**src/rtl/fixed_point_alu_assert.svh**
```systemverilog
// ----------------------------------------------------------------------------
// fixed_point_alu_assert
// Assertion macros shared by the fixed-point ALU modules.
// ----------------------------------------------------------------------------
`ifndef FIXED_POINT_ALU_ASSERT_SVH
`define FIXED_POINT_ALU_ASSERT_SVH

// A condition that must lead to a consequence in the same cycle.
`define FPA_ASSERT_IMPL(label, clk, rst_n, pre, post) \
    label: assert property (@(posedge clk) disable iff (!rst_n) (pre) |-> (post)) \
        else $error("assertion failed");

// A condition that must lead to a consequence in the next cycle.
`define FPA_ASSERT_NEXT(label, clk, rst_n, pre, post) \
    label: assert property (@(posedge clk) disable iff (!rst_n) (pre) |=> (post)) \
        else $error("assertion failed");

`endif

```
**src/rtl/fpa_pkg.sv**
```systemverilog
// ----------------------------------------------------------------------------
// fpa_pkg
// Types, codes and widths shared by the fixed-point ALU modules.
// ----------------------------------------------------------------------------
package fpa_pkg;

    localparam int DATA_W = 32;

    // Operation codes.
    localparam logic [3:0] MODE_ADD  = 4'd0;
    localparam logic [3:0] MODE_SUB  = 4'd1;
    localparam logic [3:0] MODE_MUL  = 4'd2;
    localparam logic [3:0] MODE_DIV  = 4'd3;
    localparam logic [3:0] MODE_MIN  = 4'd4;
    localparam logic [3:0] MODE_MAX  = 4'd5;
    localparam logic [3:0] MODE_INC  = 4'd6;
    localparam logic [3:0] MODE_DEC  = 4'd7;
    localparam logic [3:0] MODE_TOI  = 4'd8;
    localparam logic [3:0] MODE_FROMI = 4'd9;

    // Status codes.
    localparam logic [1:0] ST_OK   = 2'd0;
    localparam logic [1:0] ST_OVF  = 2'd1;
    localparam logic [1:0] ST_DIVZ = 2'd2;

    // Word as it leaves the front stage and the result as it leaves the end.
    // The layout matches the result word on m_tdata, lowest field last.
    typedef struct packed {
        logic [1:0]  status;
        logic        a_less;
        logic        a_equal;
        logic        a_greater;
        logic [31:0] result;
    } fpa_res_t;

    // Bookkeeping that moves down the divider chain with each word.
    typedef struct packed {
        logic     valid;
        logic     is_div;
        logic     neg;
        fpa_res_t res;
    } fpa_tag_t;

endpackage

```
**src/rtl/fpa_div_cell.sv**
```systemverilog
// ----------------------------------------------------------------------------
// fpa_div_cell
// One restoring-division step: brings in one dividend bit and makes one
// quotient bit, then registers everything for the next cell.
// ----------------------------------------------------------------------------
module fpa_div_cell #(
    parameter int NUM_W = 40,
    parameter int DEN_W = 32
) (
    input  logic                 aclk,
    input  logic                 aresetn,
    input  logic                 en,
    input  fpa_pkg::fpa_tag_t    tag_in,
    input  logic [NUM_W-1:0]     num_in,
    input  logic [DEN_W-1:0]     den_in,
    input  logic [DEN_W:0]       rem_in,
    input  logic [NUM_W-1:0]     quo_in,
    output fpa_pkg::fpa_tag_t    tag_out,
    output logic [NUM_W-1:0]     num_out,
    output logic [DEN_W-1:0]     den_out,
    output logic [DEN_W:0]       rem_out,
    output logic [NUM_W-1:0]     quo_out
);
    import fpa_pkg::*;

    logic [DEN_W+1:0] trial;
    logic [DEN_W:0]   shifted;
    logic             take;

    // Shift in the next dividend bit and try a subtract.
    always_comb begin
        shifted = {rem_in[DEN_W-1:0], num_in[NUM_W-1]};
        trial   = {1'b0, shifted} - {2'b00, den_in};
        take    = !trial[DEN_W+1];
    end

    // Only the valid bit is reset; the data follows it down the chain.
    always_ff @(posedge aclk) begin
        if (!aresetn) begin
            tag_out.valid <= 1'b0;
        end else if (en) begin
            tag_out.valid <= tag_in.valid;
        end
        if (en) begin
            tag_out.is_div <= tag_in.is_div;
            tag_out.neg    <= tag_in.neg;
            tag_out.res    <= tag_in.res;
            num_out        <= {num_in[NUM_W-2:0], 1'b0};
            den_out        <= den_in;
            rem_out        <= take ? trial[DEN_W:0] : shifted;
            quo_out        <= {quo_in[NUM_W-2:0], take};
        end
    end

endmodule

```
**config.mk**
```make
export PLATFORM = sky130hd
export DESIGN_NAME = fpa_div_cell
export DESIGN_NICKNAME = d
export VERILOG_FILES = /design/src/rtl/fixed_point_alu_assert.svh /design/src/rtl/fpa_pkg.sv /design/src/rtl/fpa_div_cell.sv
export SDC_FILE = /design/constraint.sdc
export NUM_CORES = 1
export LEC_CHECK = 0
export ABC_AREA = 1
export BUFFER_PORTS_ARGS = -buffer_cell sky130_fd_sc_hd__buf_2
export CORE_MARGIN = 5
export CORE_UTILIZATION = 45
export DETAILED_ROUTE_END_ITERATION = 7
export PLACE_DENSITY = 0.81
export SETUP_SLACK_MARGIN = 0.5
export SYNTH_ARGS = -nofsm -noshare
export SYNTH_HDL_FRONTEND = slang
export SYNTH_SLANG_ARGS = --single-unit
```
**constraint.sdc**
```tcl
create_clock -name aclk -period 3.9 [get_ports aclk]
set_clock_uncertainty 0.15 [all_clocks]
set_input_delay 0.585 -clock aclk [delete_from_list [all_inputs] [get_ports aclk]]
set_output_delay 0.585 -clock aclk [all_outputs]
set_load 0.05 [all_outputs]
```
# [After elaboration in Yosys (flattened, before gate mapping)]
# Index checks and enable logic that the tools add are counted.
[classes] muxes=1 addsub=1 n_reduce_logical=1
[op_table] operator="$sub 33x32->34" count=1
[op_table] operator="$mux 33" count=1
[op_table] operator="$logic_not 1->1" count=1
[totals] inputBits=188 reg_bits=184 out_inout_bits=185 elab_cells=15

# [Longest topological paths before layout]
[depth] ltp_word=2 mapped_depth=16 ltp_nobuf=16

# [Worst setup path after synthesis]
# Ideal clock, no wire load.
[synth_path] path_kind="input to register" startpoint="input port num_in[39]" endpoint="register rem_out[32], data pin" path_slack_ps=1470 required_ps=3501 setup_ps=249 stages=16 path_buffers=0 arrival_ps=2031 path_cell_list="inv_1 > ha_1 > inv_1 > fa_1 > nand3_1 > nand3_1 > nand2_1 > nand2_1 > nand2_1 > nand2_1 > nand2_1 > nand2_1 > nand2_1 > nand2_1 > nand2_1 > inv_1"
[synth_between] elab_chain_len=2
[synth_rtl] element="start, declared" line="fpa_div_cell.sv:14" text="input logic [NUM_W-1:0] num_in,"
[synth_rtl] element="$sub 33x32->34" line="fpa_div_cell.sv:33" text="trial = {1'b0, shifted} - {2'b00, den_in};"
[synth_rtl] element="$mux 33" line="fpa_div_cell.sv:50" text="rem_out <= take ? trial[DEN_W:0] : shifted;"
[synth_rtl] element="end signal, assigned" line="fpa_div_cell.sv:50"
[synth_rtl] element="end, declared" line="fpa_div_cell.sv:21" text="output logic [DEN_W:0] rem_out,"
# Every way passes these cells.
# A chain may end at the register's enable or synchronous reset.

# [Final worst setup path]
[layout_path] startpoint="input port num_in[39]" endpoint="register rem_out[28], data pin"
# Same word-level chain as after synthesis.

==> summary.md <==
| Metric | Value |
|---|---|
| Syn_nets | 1073 |
| Post-Route WL | roughly 26000 um |
| Chip height | 149.6 um |
| F_max | around 390 MHz |
| Largest delay contributor family on the critical path | simple AND/OR/NAND/NOR gates |
| Core Region | 0.01933 mm2 |
| GRT Residual Overflow | 0 |
| Drt wl/cell | roughly 17 um |
| Layout cells sized above 1 | 0.3454 |
| # IOs | 373 |
| Seq/Total Area, Yosys | 0.6286 |
| Root buffer cell | clkbuf_16 |
| Nets | approximately 1500 |
| DR vias | 7186 |
| Worst-skew pair later-pin latency | around 0.43 ns |
| Port bufs | about 370 |
| Critical path depth in cells | 15 |
| Gp weighted congestion | 0.9300 |
| Ys flop type | edfxtp_1 |
| Initial antenna violation count | 2 |
| CP startpoint kind | input pin |
| Worst setup path start | num_in[39] |
| Global-route wire length before repair | between 30000 and 40000 um |
| Die area | 0.02239 mm2 |
| IR drop worst, VDD | just over 0.0003 V |
| Worst r2r dst | tag_out[39] |
| Worst r2r src | tag_out[39] |
| R2R setup slack | 3.12 ns |
| Worst Hold Class | in -> reg |
| CTS clk-pin slew, worst paths | 0.08 ns |
| Crit share post-route | 0.6519 |
| Most used cell, CP | nand2_1 |
| Post-CTS setup buffers | 0 |
| Die width | 149.6 um |
| EDFF count, synth | 183 |
| Synth Cell Area | 0.008773 mm2 |
| Syn Inst Count | 852 |
| Setup violations, final | 0 |
| Crit end category | flop |
| CTS resizes | 0 |
| 1st-iter DRT viols | 392 |
| Hold-fix buffers at CTS | 0 |
| WP data required | 3.94 ns |
| CP Max Fanout | 4 |
| Vias per inst | 4.746 |
| CP cell instances | buf_2 > inv_1 > ha_1 > inv_1 > fa_1 > nand3_1 > nand3_1 > nand2_1 > nand2_1 > nand2_1 > nand2_1 > nand2_1 > nand3_1 > nand3_2 > nand2_1 |
| WHS | roughly 0.17 ns |
| TritonCTS clock tree | yes |
| CP Buf/Inv Count | 3 |
| Post-route ant nets | 0 |
| CTS sink count | 184 |
| DRT Pass-1 Iters | 5 |
| Placed insts | 1481 |
| Max-slew violations | 0 |
| Synthesized flop and latch total | 184 |
| Worst rel slew slack | 0.5555 |
| Syn_area_per_cell | 10.30 um2 |
| H-tree depth | 4 |
| Kind of critical path | in -> reg |
| Run status | finished, final reports clean |
| Worst setup path endpoint | rem_out[28] |
| Power Density | approximately 500 mW/mm2 |
| Top post-synthesis cells by count | 279 x nand2_1, 183 x edfxtp_1, 151 x inv_1, 63 x nand3_1, 37 x nor2_1 |
| Vias in the first global route | 7035 |
| Number of library cell types mapped by synthesis | 33 |
| Area delta synth->final | 31.43% |
| Cell taking the most area after synthesis | edfxtp_1 |
| CP max stage cell | fa_1 |
| Starting Density | 0.4538 |
| Final Hold Fails | 0 |
| Pleak | 5.780 nW |
| Fin crit period | approximately 2.5 ns |
| Finished Layout Cells | 1514 |
| Gr usage total | 0.2284 |
| Post-layout util | 0.5964 |
| Top-count cell post-synth | nand2_1 |
| Yosys warning total | 0 |
| Largest net degree at the start of global routing | 78 |
| Ys async rst share | 0 |
| Post-synth top area share | 0.6264 |
| Max-cap violations | 0 |
| Rows | 51 |
| Clock buffer depth | 2 |
| Area contributors post-synth | edfxtp_1 63%, nand2_1 12%, inv_1 6.5% |
| Reg2Reg Depth | 2 |
| Critical path arrival | 2.58 ns |
| TNS Setup | 0 ns |
| Biggest cell delay along the critical path | 0.47 ns |
| Drt drc | 0 |
| Total CTS buffers | 17 |
| Worst Tran Pin Value | 0.6667 ns |
| RSZ-0062 raised after global routing | no |
| HPWL Detailed | around 21000 um |
-- worst min-delay path by stage --
stage,from,cells after the start,end,slack (ns)
final,tag_in[34],1,tag_out[34],0.17
after global routing,quo_in[10],1,quo_out[11],0.14
after CTS,quo_in[4],1,quo_out[5],0.15
after detailed placement,tag_out[39],2,tag_out[39],0.38
after global placement,tag_out[39],2,tag_out[39],0.38
after floorplan,en,1,tag_out[39],0.53
-- routing by layer --
metal | share of wire | GRT usage
met5 | 0.00031 | 0
met4 | 0.033 | 0.09108
met3 | 0.074 | 0.06057
met2 | 0.51 | 0.4059
met1 | 0.38 | 0.2625
-- cell type report --
cell class / count / area [um2]
fillers: 1648 / 7804
clock buffers: 18 / 429.2
clock inverters: 14 / 177.7
inverters: 153 / 574.3
diodes: 1 / 2.502
flip-flops and latches: 184 / 5515
repair buffers: 374 / 1903
well taps: 265 / 331.6
multi-input cells: 505 / 2597
-- kinds of logic after synthesis --
group | synth area share
other | 0.0004274
buffers and inverters | 0.07530
flip-flops | 0.6286
AO/OA/AOI/OAI | 0.01612
XOR/XNOR | 0.01497
AND/OR/NAND/NOR | 0.2166
adder cells (fa/ha/maj) | 0.04792
-- sequential cells by signal, indices dropped and copies added, names as in the netlist --
| name | count |
|---|---|
| num_out | 39 |
| tag_out | 40 |
| quo_out | 40 |
| rem_out | 33 |
| den_out | 32 |
-- through the flow --
stage | power [mW] | worst slack, ns | area (um2)
global route | 5.866 | 1.205 | 11530
global placement | 3.927 | 0.9809 | 10920
CTS | 5.656 | 1.415 | 11530
detailed placement | 3.950 | 0.9787 | 10920
finish | 5.620 | 1.358 | 11530
floorplan | 3.513 | 1.470 | 8773
-- report_power, final --
part | switching, mW | leakage [nW] | internal (mW)
registers | 0.0429 | 1.80 | 2.39
clock network | 0.846 | 0.292 | 0.869
logic | 1.12 | 3.69 | 0.351
total | 2.01 | 5.78 | 3.61
-- cells in the final DEF (no fill, tap or decap), drive strengths merged, types with 6 or more instances in the layout --
| cell type | synthesis | routed |
|---|---|---|
| ha | 32 | 32 |
| xor2 | 15 | 15 |
| edfxtp | 183 | 183 |
| nand3 | 74 | 74 |
| inv | 153 | 159 |
| nor2 | 42 | 42 |
| and2 | 10 | 10 |
| nand2 | 284 | 284 |
| a21oi | 21 | 21 |
| nand4 | 7 | 7 |
| clkinv | 0 | 8 |
| clkbuf | 0 | 18 |
| buf | 10 | 374 |
| nand3b | 6 | 6 |
(Power assumes the default switching activity.)
