==> config.mk <==
export PLATFORM = sky130hd
export DESIGN_NAME = fpa_front
export DESIGN_NICKNAME = d
export VERILOG_FILES = /design/src/rtl/fpa_pkg.sv /design/src/rtl/fpa_front.sv
export VERILOG_INCLUDE_DIRS = /design/src /design/src/rtl
export SDC_FILE = /design/constraint.sdc
export NUM_CORES = 2
export LEC_CHECK = 0
export BUFFER_PORTS_ARGS = -buffer_cell sky130_fd_sc_hd__clkbuf_2
export CELL_PAD_IN_SITES_DETAIL_PLACEMENT = 1
export CELL_PAD_IN_SITES_GLOBAL_PLACEMENT = 1
export CORE_UTILIZATION = 50
export CTS_BUF_LIST = sky130_fd_sc_hd__clkbuf_8
export CTS_CLUSTER_DIAMETER = 150
export DETAILED_ROUTE_END_ITERATION = 8
export PLACE_DENSITY_LB_ADDON = 0.08
export RECOVER_POWER = 25
export SYNTH_ARGS = -nofsm -noshare
export SYNTH_HDL_FRONTEND = slang
export SYNTH_SLANG_ARGS = --single-unit
==> constraint.sdc <==
create_clock -name aclk -period 18.39 [get_ports aclk]
set_clock_uncertainty 0.05 [all_clocks]
set_input_delay 3.678 -clock aclk [delete_from_list [all_inputs] [get_ports aclk]]
set_output_delay 3.678 -clock aclk [all_outputs]
set_load 0.02 [all_outputs]
==> src/rtl/fixed_point_alu_assert.svh <==
// ----------------------------------------------------------------------------
// fixed_point_alu_assert
// Assertion macros shared by the fixed-point ALU modules.
// ----------------------------------------------------------------------------
`ifndef FIXED_POINT_ALU_ASSERT_SVH
`define FIXED_POINT_ALU_ASSERT_SVH

// A condition that must lead to a consequence in the same cycle.
`define FPA_ASSERT_IMPL(label, clk, rst_n, pre, post) \
    label: assert property (@(posedge clk) disable iff (!rst_n) (pre) |-> (post)) \
        else $error("assertion failed");

// A condition that must lead to a consequence in the next cycle.
`define FPA_ASSERT_NEXT(label, clk, rst_n, pre, post) \
    label: assert property (@(posedge clk) disable iff (!rst_n) (pre) |=> (post)) \
        else $error("assertion failed");

`endif

==> src/rtl/fpa_pkg.sv <==
// ----------------------------------------------------------------------------
// fpa_pkg
// Types, codes and widths shared by the fixed-point ALU modules.
// ----------------------------------------------------------------------------
package fpa_pkg;

    localparam int DATA_W = 32;

    // Operation codes.
    localparam logic [3:0] MODE_ADD  = 4'd0;
    localparam logic [3:0] MODE_SUB  = 4'd1;
    localparam logic [3:0] MODE_MUL  = 4'd2;
    localparam logic [3:0] MODE_DIV  = 4'd3;
    localparam logic [3:0] MODE_MIN  = 4'd4;
    localparam logic [3:0] MODE_MAX  = 4'd5;
    localparam logic [3:0] MODE_INC  = 4'd6;
    localparam logic [3:0] MODE_DEC  = 4'd7;
    localparam logic [3:0] MODE_TOI  = 4'd8;
    localparam logic [3:0] MODE_FROMI = 4'd9;

    // Status codes.
    localparam logic [1:0] ST_OK   = 2'd0;
    localparam logic [1:0] ST_OVF  = 2'd1;
    localparam logic [1:0] ST_DIVZ = 2'd2;

    // Word as it leaves the front stage and the result as it leaves the end.
    // The layout matches the result word on m_tdata, lowest field last.
    typedef struct packed {
        logic [1:0]  status;
        logic        a_less;
        logic        a_equal;
        logic        a_greater;
        logic [31:0] result;
    } fpa_res_t;

    // Bookkeeping that moves down the divider chain with each word.
    typedef struct packed {
        logic     valid;
        logic     is_div;
        logic     neg;
        fpa_res_t res;
    } fpa_tag_t;

endpackage

==> src/rtl/fpa_front.sv <==
// ----------------------------------------------------------------------------
// fpa_front
// First stage: every operation except the quotient, registered once.
// Also prepares magnitudes for the division chain.
// ----------------------------------------------------------------------------
module fpa_front #(
    parameter int FRAC_BITS = 8
) (
    input  logic                                  aclk,
    input  logic                                  aresetn,
    input  logic                                  en,
    input  logic                                  in_valid,
    input  logic [3:0]                            mode,
    input  logic signed [31:0]                    operand_a,
    input  logic signed [31:0]                    operand_b,
    output fpa_pkg::fpa_tag_t                     tag_out,
    output logic [32+FRAC_BITS-1:0]               num_out,
    output logic [31:0]                           den_out
);
    import fpa_pkg::*;

    localparam int NUM_W = 32 + FRAC_BITS;

    logic signed [32:0] sum_w;
    logic signed [32:0] dif_w;
    logic signed [32:0] inc_w;
    logic signed [32:0] dec_w;
    logic signed [63:0] prod_w;
    logic signed [63:0] prod_sh;
    logic signed [63:0] from_w;
    logic [31:0]        abs_a;
    logic [31:0]        abs_b;
    fpa_res_t           res;
    logic               is_div;

    // Wide results; overflow is when the upper bits do not sign-extend bit 31.
    always_comb begin
        sum_w   = {operand_a[31], operand_a} + {operand_b[31], operand_b};
        dif_w   = {operand_a[31], operand_a} - {operand_b[31], operand_b};
        inc_w   = {operand_a[31], operand_a} + 33'sd1;
        dec_w   = {operand_a[31], operand_a} - 33'sd1;
        prod_w  = 64'(operand_a) * 64'(operand_b);
        prod_sh = prod_w >>> FRAC_BITS;
        from_w  = 64'(operand_a) <<< FRAC_BITS;
        abs_a   = operand_a[31] ? 32'(-operand_a) : operand_a;
        abs_b   = operand_b[31] ? 32'(-operand_b) : operand_b;
        is_div  = 1'b0;

        res.a_greater = operand_a > operand_b;
        res.a_equal   = operand_a == operand_b;
        res.a_less    = operand_a < operand_b;
        res.result    = '0;
        res.status    = ST_OK;
        case (mode)
            MODE_ADD: begin
                res.result = sum_w[31:0];
                if (sum_w[32] != sum_w[31]) res.status = ST_OVF;
            end
            MODE_SUB: begin
                res.result = dif_w[31:0];
                if (dif_w[32] != dif_w[31]) res.status = ST_OVF;
            end
            MODE_MUL: begin
                res.result = prod_sh[31:0];
                if (prod_sh[63:31] != {33{prod_sh[31]}}) res.status = ST_OVF;
            end
            MODE_DIV: begin
                if (operand_b == 32'sd0) res.status = ST_DIVZ;
                else is_div = 1'b1;
            end
            MODE_MIN: res.result = res.a_less ? operand_a : operand_b;
            MODE_MAX: res.result = res.a_greater ? operand_a : operand_b;
            MODE_INC: begin
                res.result = inc_w[31:0];
                if (inc_w[32] != inc_w[31]) res.status = ST_OVF;
            end
            MODE_DEC: begin
                res.result = dec_w[31:0];
                if (dec_w[32] != dec_w[31]) res.status = ST_OVF;
            end
            MODE_TOI: res.result = 32'(operand_a >>> FRAC_BITS);
            MODE_FROMI: begin
                res.result = from_w[31:0];
                if (from_w[63:31] != {33{from_w[31]}}) res.status = ST_OVF;
            end
            default: res.result = '0;
        endcase
    end

    // Only the valid bit is reset; the data follows it into the chain.
    always_ff @(posedge aclk) begin
        if (!aresetn) begin
            tag_out.valid <= 1'b0;
        end else if (en) begin
            tag_out.valid <= in_valid;
        end
        if (en) begin
            tag_out.is_div <= is_div;
            tag_out.neg    <= operand_a[31] ^ operand_b[31];
            tag_out.res    <= res;
            num_out        <= {abs_a, {FRAC_BITS{1'b0}}};
            den_out        <= abs_b;
        end
    end

    `include "fixed_point_alu_assert.svh"
    `FPA_ASSERT_NEXT(a_front_div_zero, aclk, aresetn,
        en && in_valid && mode == MODE_DIV && operand_b == 32'sd0,
        tag_out.res.status == ST_DIVZ && !tag_out.is_div)
    `FPA_ASSERT_NEXT(a_front_flags, aclk, aresetn, en && in_valid,
        $onehot({tag_out.res.a_greater, tag_out.res.a_equal, tag_out.res.a_less}))
    `FPA_ASSERT_IMPL(a_front_num_w, aclk, aresetn, 1'b1, $bits(num_out) == NUM_W)

endmodule

### Word-level counts from Yosys, hierarchy flattened

Index checks and enable logic that the tools add are counted.

* flip-flop bits (word level): 104
* input bits: 72

* add/sub/neg operators: 6
* $mul: 1
* order comparisons: 2
* equal/unequal tests: 16
* muxes and demuxes: 14
* bitwise logic cells: 1
* reduce and logical (&&, ||, !) cells: 2

Operator list (number)
* $pmux W32 S9: 1
* $mul A32 B32 Y64: 1
* $mux W32: 2
* $ne A32 B32 Y1: 2
* $neg A32 Y32: 2
* $mux W31: 2
* $add A32 B2 Y33 const B: 1
* $add A32 B32 Y33: 1
* $sub A32 B2 Y33 const B: 1
* $sub A32 B32 Y33: 1
* $eq A32 B32 Y1: 1
* $gt A32 B32 Y1: 1
* $logic_not A32 Y1: 1
* $lt A32 B32 Y1: 1
* $eq A4 B3 Y1 const B: 4
* $pmux W2 S7: 1
* $eq A4 B2 Y1 const B: 2
* $eq A4 B4 Y1 const B: 2
* $mux W1: 7
* $eq A4 B1 Y1 const B: 1
* $logic_not A4 Y1: 1
* $ne A1 B1 Y1: 4
* $mux W2: 1
* $xor A1 B1 Y1: 1

### Longest topological paths before layout

* depth after elaboration: 4
* mapped depth: 35

### Worst setup path after synthesis

OpenSTA, ideal clock, no wires.

* path kind: input -> register
* start: input operand_a[31]
* end: register tag_out[35] (netlist name) (data pin)
* setup time: 0.265 ns
* arrival time: 11.667 ns
* path slack: 6.408 ns
* cell stages on the path: 29
* buffers on the path: 3
* cell sequence: clkinv_1 -> clkbuf_1 -> clkbuf_1 -> nor2_1 -> fa_1 -> fa_1 -> inv_1 -> fa_1 -> inv_1 -> fa_1 -> inv_1 -> fa_1 -> fa_1 -> fa_1 -> fa_1 -> inv_1 -> ha_1 -> clkbuf_1 -> a21o_1 -> a21o_1 -> a21o_1 -> o21bai_1 -> a211o_1 -> a2111oi_0 -> o221ai_1 -> nor4_1 -> nand4_1 -> a21oi_1 -> nand4_1

RTL lines
* start: declaration: line fpa_front.sv:14 `input logic signed [31:0] operand_a,`
* end: declaration: line fpa_front.sv:16 `output fpa_pkg::fpa_tag_t tag_out,`

==> results.toml <==
[clock_tree]
numCtsBuffers = 9
cts_root_buf = "sky130_fd_sc_hd__clkbuf_8"
clk_path_buf_depth = 2
insertion_delay_ps = 470
worst_setup_hold_path_clk_slew_ps = 130
cts.hold.buffers_added = 0
cts.repair_timing.setup_buffer_count = 0
cts.sinks = 104
cts.repair.resized = 0
clock_tree_from_tritoncts = "done"
maximum_level_of_the_cts_h_tree = 3

[worst_setup_path]
critical_path_arrival_ps = 14390
crit_fanout = 32
crit_path_end_kind = "flop"
critPathLaunchType = "primary input"
worst_path_required_ps = 18590
critPathKind = "primary input to flop"

[global_routing]
global_route.overflow_total = 0
first_global_vias = 42400
grt_pass1_wl_microns = 280000
antenna_found_initial = 8
track_usage = 0.406
grt_max_degree = 68

[sta]
max_clock_freq_mhz = 70.5
post-route-period-util = 0.772
slew_of_the_pin_with_the_lowest_slew_margin_ps = 2520
setup-tns-final_ps = 0
postLayoutSetupSlackWorst_ps = 4200
fin_crit_ps = 14190
slew-limit-headroom = -0.678
number_of_max_slew_violations_in_the_final_report = 91
timing_hold_violations_final = 0
final_count_of_negative_setup_slack_endpoints = 0
rsz0062_at_grt = "false"

[logic_synthesis]
yosysSeqAreaShare = 0.0666
post-synth-top-area-cell = "sky130_fd_sc_hd__fa_1"
synth_enable_flop_cells = 103
synth_cells = 5177
postSynth.asyncResetShare = 0
synth.distinct_cells = 80
syn-mean-instance-area_sq_um = 9.03
mappedNetlistArea_sq_um = 46700
synth_largest_type_area_fraction = 0.464
yosys_register_bits = 104
ys.flop_type = "sky130_fd_sc_hd__edfxtp_1"
ys.warnings.count = 0
post_synth_main_area_contributors = "sky130_fd_sc_hd__fa_1 (46%), sky130_fd_sc_hd__inv_1 (7.5%), sky130_fd_sc_hd__ha_1 (6.7%)"

[place]
numPortBuffers = 175
post_place_setup_slack_ps = 4520
gp_congestion = 1.02
hpwlAfterDp_microns = 144000

[drt]
detailedRoute.firstPassIterationCount = 7
via_count = 38800
initialDrtViolationCount = 3686
drtAntennaViolNets = 0
drt-wirelength-per-cell_microns = 29.1
detail_route.vias_per_cell = 6.10
post-route-drc-count = 0
detail_route.wirelength_microns = 186000

[finish]
post_route_cells_drive_above_1_share = 0.0549
final_nets = 6521
utilization = 0.529
layout_fillers = 10800
flow.area_growth_from_synthesis_pct = 4.26

[job]
max_cap_viol_count = 3

[floorplan]
floorplan.initialDensity = 0.508
die_h_microns = 308
placementRows = 111
die_w_microns = 308
core_region_area_sq_um = 92100
floorplan.die_area_sq_um = 94700
total_i_o_pin_count = 184

[run_status]
status = "complete, but fails checks"
failed_checks = "capacitance limit, slew limit"

[worst_hold_path]
timing.hold.worst.class = "flop to flop"
Yosys cell counts (22+ instances only):
| master | instances |
|---|---|
| sky130_fd_sc_hd__a21o_1 | 40 |
| sky130_fd_sc_hd__a21oi_1 | 189 |
| sky130_fd_sc_hd__a31oi_1 | 26 |
| sky130_fd_sc_hd__and2_1 | 427 |
| sky130_fd_sc_hd__buf_1 | 39 |
| sky130_fd_sc_hd__clkbuf_1 | 297 |
| sky130_fd_sc_hd__edfxtp_1 | 103 |
| sky130_fd_sc_hd__fa_1 | 1083 |
| sky130_fd_sc_hd__ha_1 | 250 |
| sky130_fd_sc_hd__inv_1 | 935 |
| sky130_fd_sc_hd__mux2i_1 | 39 |
| sky130_fd_sc_hd__nand2_1 | 578 |
| sky130_fd_sc_hd__nand2b_1 | 38 |
| sky130_fd_sc_hd__nand3_1 | 41 |
| sky130_fd_sc_hd__nand4_1 | 37 |
| sky130_fd_sc_hd__nor2_1 | 297 |
| sky130_fd_sc_hd__nor3_1 | 55 |
| sky130_fd_sc_hd__nor4_1 | 23 |
| sky130_fd_sc_hd__o21ai_0 | 107 |
| sky130_fd_sc_hd__o21bai_1 | 22 |
| sky130_fd_sc_hd__o221ai_1 | 41 |
| sky130_fd_sc_hd__or3_1 | 24 |
| sky130_fd_sc_hd__xnor2_1 | 137 |
| sky130_fd_sc_hd__xor2_1 | 30 |
placed cells by master, fill, tap and decap left out, drive strengths merged, types with 37 or more instances in the layout:
cell type,n
fa,1083
inv,940
nand2,579
and2,428
nor2,297
ha,250
a21oi,189
clkbuf,186
xnor2,137
o21ai,107
edfxtp,103
buf,95
nor3,55
nand3,41
o221ai,41
a21o,40
mux2i,39
nand2b,38
nand4,37
critical path, cell delays in order:
cell and delay [ps]:
sky130_fd_sc_hd__clkbuf_2 80, sky130_fd_sc_hd__clkbuf_1 1400, sky130_fd_sc_hd__inv_2 590, sky130_fd_sc_hd__nor2_1 360, sky130_fd_sc_hd__ha_1 350, sky130_fd_sc_hd__fa_1 610, sky130_fd_sc_hd__fa_1 510, sky130_fd_sc_hd__inv_1 420
sky130_fd_sc_hd__fa_1 530, sky130_fd_sc_hd__fa_1 510, sky130_fd_sc_hd__fa_1 580, sky130_fd_sc_hd__fa_1 450, sky130_fd_sc_hd__fa_1 510, sky130_fd_sc_hd__inv_1 40, sky130_fd_sc_hd__ha_1 420, sky130_fd_sc_hd__a21oi_1 530
sky130_fd_sc_hd__o21ai_0 310, sky130_fd_sc_hd__nor3_1 280, sky130_fd_sc_hd__o311ai_0 210, sky130_fd_sc_hd__o31a_1 420, sky130_fd_sc_hd__xor2_1 210, sky130_fd_sc_hd__a31oi_1 170, sky130_fd_sc_hd__nand4b_1 190, sky130_fd_sc_hd__nor4_1 520
sky130_fd_sc_hd__nand4b_1 170, sky130_fd_sc_hd__o21ai_0 200, sky130_fd_sc_hd__nand4_1 110
metrics by stage:
step,std cells,hold slack [ps],area (sq um)
4_1_cts,6364,487,48800
5_1_grt,6365,536,48700
6_report,6366,487,48700
2_1_floorplan,5184,539,46800
3_3_place_gp,6348,451,48600
3_5_place_dp,6348,468,48600
registers in the layout, indices dropped and copies added, names as in the netlist:
signal   flops
tag_out     40
den_out     32
num_out     32
cell families after synthesis:
group	Yosys count	synth area share
buffers and inverters	1300	0.105
muxes	41	0.00883
AOI/OAI and AO/OA	638	0.0916
other	1	0.0000802
adders and majority gates	1333	0.531
DFF	104	0.0666
xor gates and xnor gates	167	0.0313
and+or+nand+nor	1593	0.165
final timing paths:
kind                                  from                        to  slack, ps  cells past startpoint
setup / recovery              operand_b[0]     tag_out[35]$_DFFE_PP_       4200                     27
hold / removal    tag_out[39]$_SDFFE_PN0P_  tag_out[39]$_SDFFE_PN0P_        490                      2
setup reg to reg  tag_out[39]$_SDFFE_PN0P_  tag_out[39]$_SDFFE_PN0P_      17690                      2
hold reg to reg   tag_out[39]$_SDFFE_PN0P_  tag_out[39]$_SDFFE_PN0P_        490                      2
layer usage:
| metal | GRT usage | vias up | share of wire | routed length (microns) |
|---|---|---|---|---|
| li1 | - | 15900 | - | - |
| met1 | 0.527 | 20700 | 0.39 | 72000 |
| met2 | 0.660 | 1786 | 0.47 | 87300 |
| met3 | 0.0668 | 453 | 0.080 | 14900 |
| met4 | 0.201 | 2 | 0.061 | 11300 |
| met5 | 0 | - | 0.000065 | 12 |
layout make-up:
class                           instances  area [sq um]  share of cell area
Clock inverter                          7          78.8             0.00162
Tap cell                             1243          1560              0.0319
Clock buffer                            9           124             0.00254
Antenna cell                            2          5.00            0.000103
Inverter                              949          3560              0.0731
Timing Repair Buffer                  272          1550              0.0318
Multi-Input combinational cell       3780         38700               0.795
Sequential cell                       104          3110              0.0639
Power is not shown: default switching activity piles up to over one toggle a cycle in this logic, so the estimate is an artifact.
